### config.mk
export PLATFORM = sky130hd
export DESIGN_NAME = sit_cell
export DESIGN_NICKNAME = d
export VERILOG_FILES = /design/src/rtl/sit_pkg.sv /design/src/rtl/sit_cell.sv
export SDC_FILE = /design/constraint.sdc
export NUM_CORES = 1
export LEC_CHECK = 0
export BUFFER_PORTS_ARGS = -buffer_cell sky130_fd_sc_hd__clkbuf_2
export CORE_AREA = 2 2 136 138
export CTS_BUF_LIST = sky130_fd_sc_hd__clkbuf_2 sky130_fd_sc_hd__clkbuf_4 sky130_fd_sc_hd__clkbuf_8
export DETAILED_ROUTE_END_ITERATION = 7
export DIE_AREA = 0 0 138 140
export GPL_TIMING_DRIVEN = 0
export PLACE_DENSITY_LB_ADDON = 0.12
export SYNTH_ARGS = -nofsm -noshare
export SYNTH_HDL_FRONTEND = slang
export SYNTH_SLANG_ARGS = --single-unit
### constraint.sdc
create_clock -name clk -period 22.8 [get_ports clk]
set_clock_uncertainty 0.1 [all_clocks]
set_input_delay 4.56 -clock clk [delete_from_list [all_inputs] [get_ports clk]]
set_output_delay 4.56 -clock clk [all_outputs]
set_load 0.03 [all_outputs]
### src/rtl/sit_pkg.sv
// ----------------------------------------------------------------------------
// sit_pkg
// Types, codes and helpers for the sorted insert table.
// ----------------------------------------------------------------------------
package sit_pkg;

  localparam int DEPTH = 64;
  localparam int IDX_W = (DEPTH > 1) ? $clog2(DEPTH) : 1;
  localparam int CNT_W = $clog2(DEPTH + 1);
  localparam int GRP   = 8;
  localparam int NGRP  = (DEPTH + GRP - 1) / GRP;

  localparam logic [1:0] OP_CLEAR  = 2'd0;
  localparam logic [1:0] OP_INSERT = 2'd1;
  localparam logic [1:0] OP_READ   = 2'd2;

  localparam logic [2:0] ST_INSERTED = 3'd0;
  localparam logic [2:0] ST_DROPPED  = 3'd1;
  localparam logic [2:0] ST_READ_OK  = 3'd2;
  localparam logic [2:0] ST_RANGE    = 3'd3;
  localparam logic [2:0] ST_CLEARED  = 3'd4;

  typedef enum logic [1:0] {
    S_IDLE,
    S_EXEC,
    S_FIN,
    S_DONE
  } state_t;

  typedef struct packed {
    logic        key;
    logic [63:0] head;
    logic [31:0] tail;
    logic [14:0] size;
  } entry_t;

  typedef struct packed {
    logic             insert_en;
    entry_t           new_entry;
    logic [CNT_W-1:0] count;
  } cell_ctl_t;

  // true when stored entry s keeps its place ahead of new entry n
  function automatic logic stays_ahead(entry_t s, entry_t n);
    logic res;
    if (s.key != n.key) begin
      res = s.key;
    end else if (s.head != n.head) begin
      res = (n.head > s.head);
    end else begin
      res = (n.tail > s.tail);
    end
    return res;
  endfunction

endpackage

### src/rtl/sit_cell.sv
// ----------------------------------------------------------------------------
// sit_cell
// One table slot: compares its entry with the new one and, on an insert,
// keeps it, takes the new entry or takes its upper neighbor's entry.
// ----------------------------------------------------------------------------
module sit_cell (
  input  logic                     clk,
  input  sit_pkg::cell_ctl_t       ctl,
  input  logic [sit_pkg::IDX_W-1:0] idx,
  input  logic                     ahead_in,
  input  sit_pkg::entry_t          prev_q,
  output logic                     ahead,
  output sit_pkg::entry_t          q
);

  sit_pkg::entry_t entry_r;
  sit_pkg::entry_t entry_nxt;
  logic            occupied;

  assign occupied = (sit_pkg::CNT_W'(idx) < ctl.count);
  assign ahead    = occupied && sit_pkg::stays_ahead(entry_r, ctl.new_entry);

  always_comb begin
    entry_nxt = entry_r;
    if (ctl.insert_en && !ahead) begin
      // first slot behind the kept prefix takes the new word, the rest shift down
      entry_nxt = ahead_in ? ctl.new_entry : prev_q;
    end
  end

  always_ff @(posedge clk) begin
    entry_r <= entry_nxt;
  end

  assign q = entry_r;

endmodule

==> impl_metrics.json <==
{
  "synth_top_area_share_pct": 46.3,
  "r2r_start": "q[106]",
  "holdCritStartpoint": "q[111]",
  "worstSetupStartpointType": "input pin",
  "synth_area_leaders": "edfxtp_1 (46%), ha_1 (17%), mux2_2 (17%)",
  "setup_viol": 0,
  "via_per_inst": 4.91,
  "antenna_found_initial": 0,
  "ys_ff_latch": 112,
  "min_period_over_period_pct": 51.2,
  "cts_sinks": 112,
  "p_leak_nw": 4.76,
  "cp-startpoint": "ctl[113]",
  "met3WireLength_mm": 1.52,
  "maxCapViolations": 0,
  "die-area_um2": 19300,
  "cts_resized": 0,
  "syn_inst": 601,
  "drv_slew": 0,
  "worst-r2r-cell-count": 10,
  "cp_max_fo": 4,
  "hold_depth": 2,
  "worstHoldPathType": "flop to flop",
  "rows": 49,
  "die_x_um": 138,
  "htreeDepth": 3,
  "vdd_ir_drop_max_mv": 0.0293,
  "status": "finished clean",
  "worst_slew_pin_slew_ns": 0.958,
  "max_freq_ghz": 0.0857,
  "area_delta_synth_final_pct": 32.1,
  "syn_area_per_cell_um2": 12.1,
  "clockRootBuffer": "clkbuf_8",
  "core_um2": 17800,
  "syn-num-nets": 942,
  "antenna_left": 0,
  "worst_ep_arrival_time_ns": 7.01,
  "grt_pass1_wl_mm": 31.4,
  "synthesis.area_um2": 7260,
  "wl_per_cell_um": 16.5,
  "end_kind": "primary output",
  "antenna_cells": 0,
  "drive_gt1_share_pct": 50.3,
  "die_h_um": 140,
  "slew_headroom_pct": 36.0,
  "overflow": 0,
  "grt_pass1_vias": 6060,
  "yosysSeqAreaShare_pct": 46.3,
  "dp_hpwl_mm": 16.8,
  "synth_cell_types": 42,
  "finalHoldViolCount": 0,
  "vias": 5902,
  "critPathKind": "input pin to primary output",
  "initial_core_util_pct": 40.8,
  "clock_latency_ns": 0.40,
  "synth-async-reset-ratio_pct": 0,
  "r2r_setup_slack_ns": 18.81,
  "wl_met1_mm": 7.88,
  "cts.clk_slew.worst_paths_ns": 0.13,
  "routed.top_layer": "met4",
  "grt_use_total_pct": 20.3,
  "gp_congestion": 0.800,
  "fin_crit_ns": 11.67,
  "portBuffers": 351,
  "cts_setup_buffers": 0,
  "synth_enable_flop_cells": 112,
  "ys_dominant_reg_cell": "edfxtp_1",
  "cts_made_buffers": 9,
  "crit_required_ns": 18.14,
  "tns_ns": 0,
  "nets": 1308,
  "drt_iter0_drc": 205,
  "wl_met2_mm": 9.83,
  "drt-total-wl_mm": 19.8,
  "first_pass_iters": 4,
  "fin_util_pct": 53.9,
  "r2r-end": "q[73]",
  "cts_tree": "yes",
  "drc": 0,
  "rsz0062_at_grt": "no",
  "synth-warning-count": 0,
  "io_pins": 353,
  "hold_path_end": "q[108]",
  "largest_reg_flops": 112,
  "holdBufCountCts": 0,
  "post-synth-top-area-cell": "edfxtp_1",
  "grt_max_degree": 28,
  "cts_buffer_depth": 2,
  "pwr_density_cell_nw_per_um2": 56.1
}
-- metal layers --
layer | vias up | GRT usage, %
met2 | 219 | 35.8
met4 | 0 | 7.41
met1 | 2710 | 23.6
met3 | 28 | 6.05
li1 | 2945 | -
met5 | - | 0
-- cell usage in the layout, fill, tap and decap left out, types with 3 or more instances in the layout --
master	netlist	routed
mux2_2	112	112
inv_1	104	104
a221oi_1	3	3
buf_12	0	3
nand4_1	21	21
nand2b_1	3	3
edfxtp_1	112	112
or4_1	3	3
ha_1	101	101
nor4_1	4	4
clkbuf_1	9	9
buf_1	3	3
nor3_1	3	3
nand3_1	12	12
clkbuf_2	0	351
o21ai_0	10	10
clkbuf_8	0	9
a21oi_1	36	36
a21o_1	10	10
nor2_1	8	8
o211ai_1	3	3
nand2_1	17	17
-- Yosys cell counts, types with 3 or more instances --
cell type	count
edfxtp_1	112
ha_1	101
nand2b_1	3
nor4_1	4
a221oi_1	3
or4_1	3
nand2_1	17
inv_1	104
clkbuf_1	9
a21oi_1	36
o21ai_0	10
nor2_1	8
nor3_1	3
mux2_2	112
a21o_1	10
nand3_1	12
o211ai_1	3
buf_1	3
nand4_1	21
-- worst max-delay path: stages --
cell and delay [ns]:
clkbuf_2 0.10, ha_1 0.31, nand4_1 0.20, nor4_1 0.59, o311a_1 0.29, a211oi_1 0.05
a22oi_1 0.27, maj3_2 0.31, and2_1 0.13, clkbuf_2 0.20
-- stage by stage --
step | worst slack (ns) | hold slack (ns) | instances | total power [mW] | instance area, µm²
global route | 10.89 | 0.988 | 1201 | 0.568 | 9590
floorplan | 10.51 | 2.92 | 601 | 0.365 | 7260
detailed placement | 11.00 | 0.931 | 1185 | 0.424 | 9400
finish | 11.13 | 0.923 | 1201 | 0.538 | 9590
global placement | 7.15 | 3.85 | 1181 | 0.424 | 9300
CTS | 11.00 | 0.944 | 1201 | 0.546 | 9590
-- final cells by class --
cell class / instances / area, µm²
Tap cell: 229 / 287
Fill cell: 1645 / 8190
Clock buffer: 9 / 124
Sequential cell: 112 / 3360
Inverter: 104 / 390
Timing Repair Buffer: 355 / 1840
Clock inverter: 7 / 63.8
Buffer: 12 / 45.0
Multi-Input combinational cell: 373 / 3470
-- logic make-up after synthesis --
logic type / Yosys count / synth area share [%]
compound gates: 81 / 6.95
simple gates: 78 / 5.79
fa+ha+maj: 102 / 17.6
flops: 112 / 46.3
mux: 112 / 17.4
buf+inv: 116 / 6.00
-- worst max-delay path by stage --
| stage | to | slack [ns] |
|---|---|---|
| 3_3_place_gp | q[4] | 7.15 |
| 3_5_place_dp | ahead | 11.00 |
| 6_report | ahead | 11.13 |
| 5_1_grt | ahead | 10.89 |
| 4_1_cts | ahead | 11.00 |
| 2_1_floorplan | q[0] | 10.51 |
-- report_power, final --
group          switching, mW  total [mW]  internal [mW]
sequential           0.00804       0.258          0.250
clock                 0.0776       0.120         0.0422
combinational         0.0942       0.160         0.0656
total                  0.180       0.538          0.358
(Power assumes the default switching activity.)
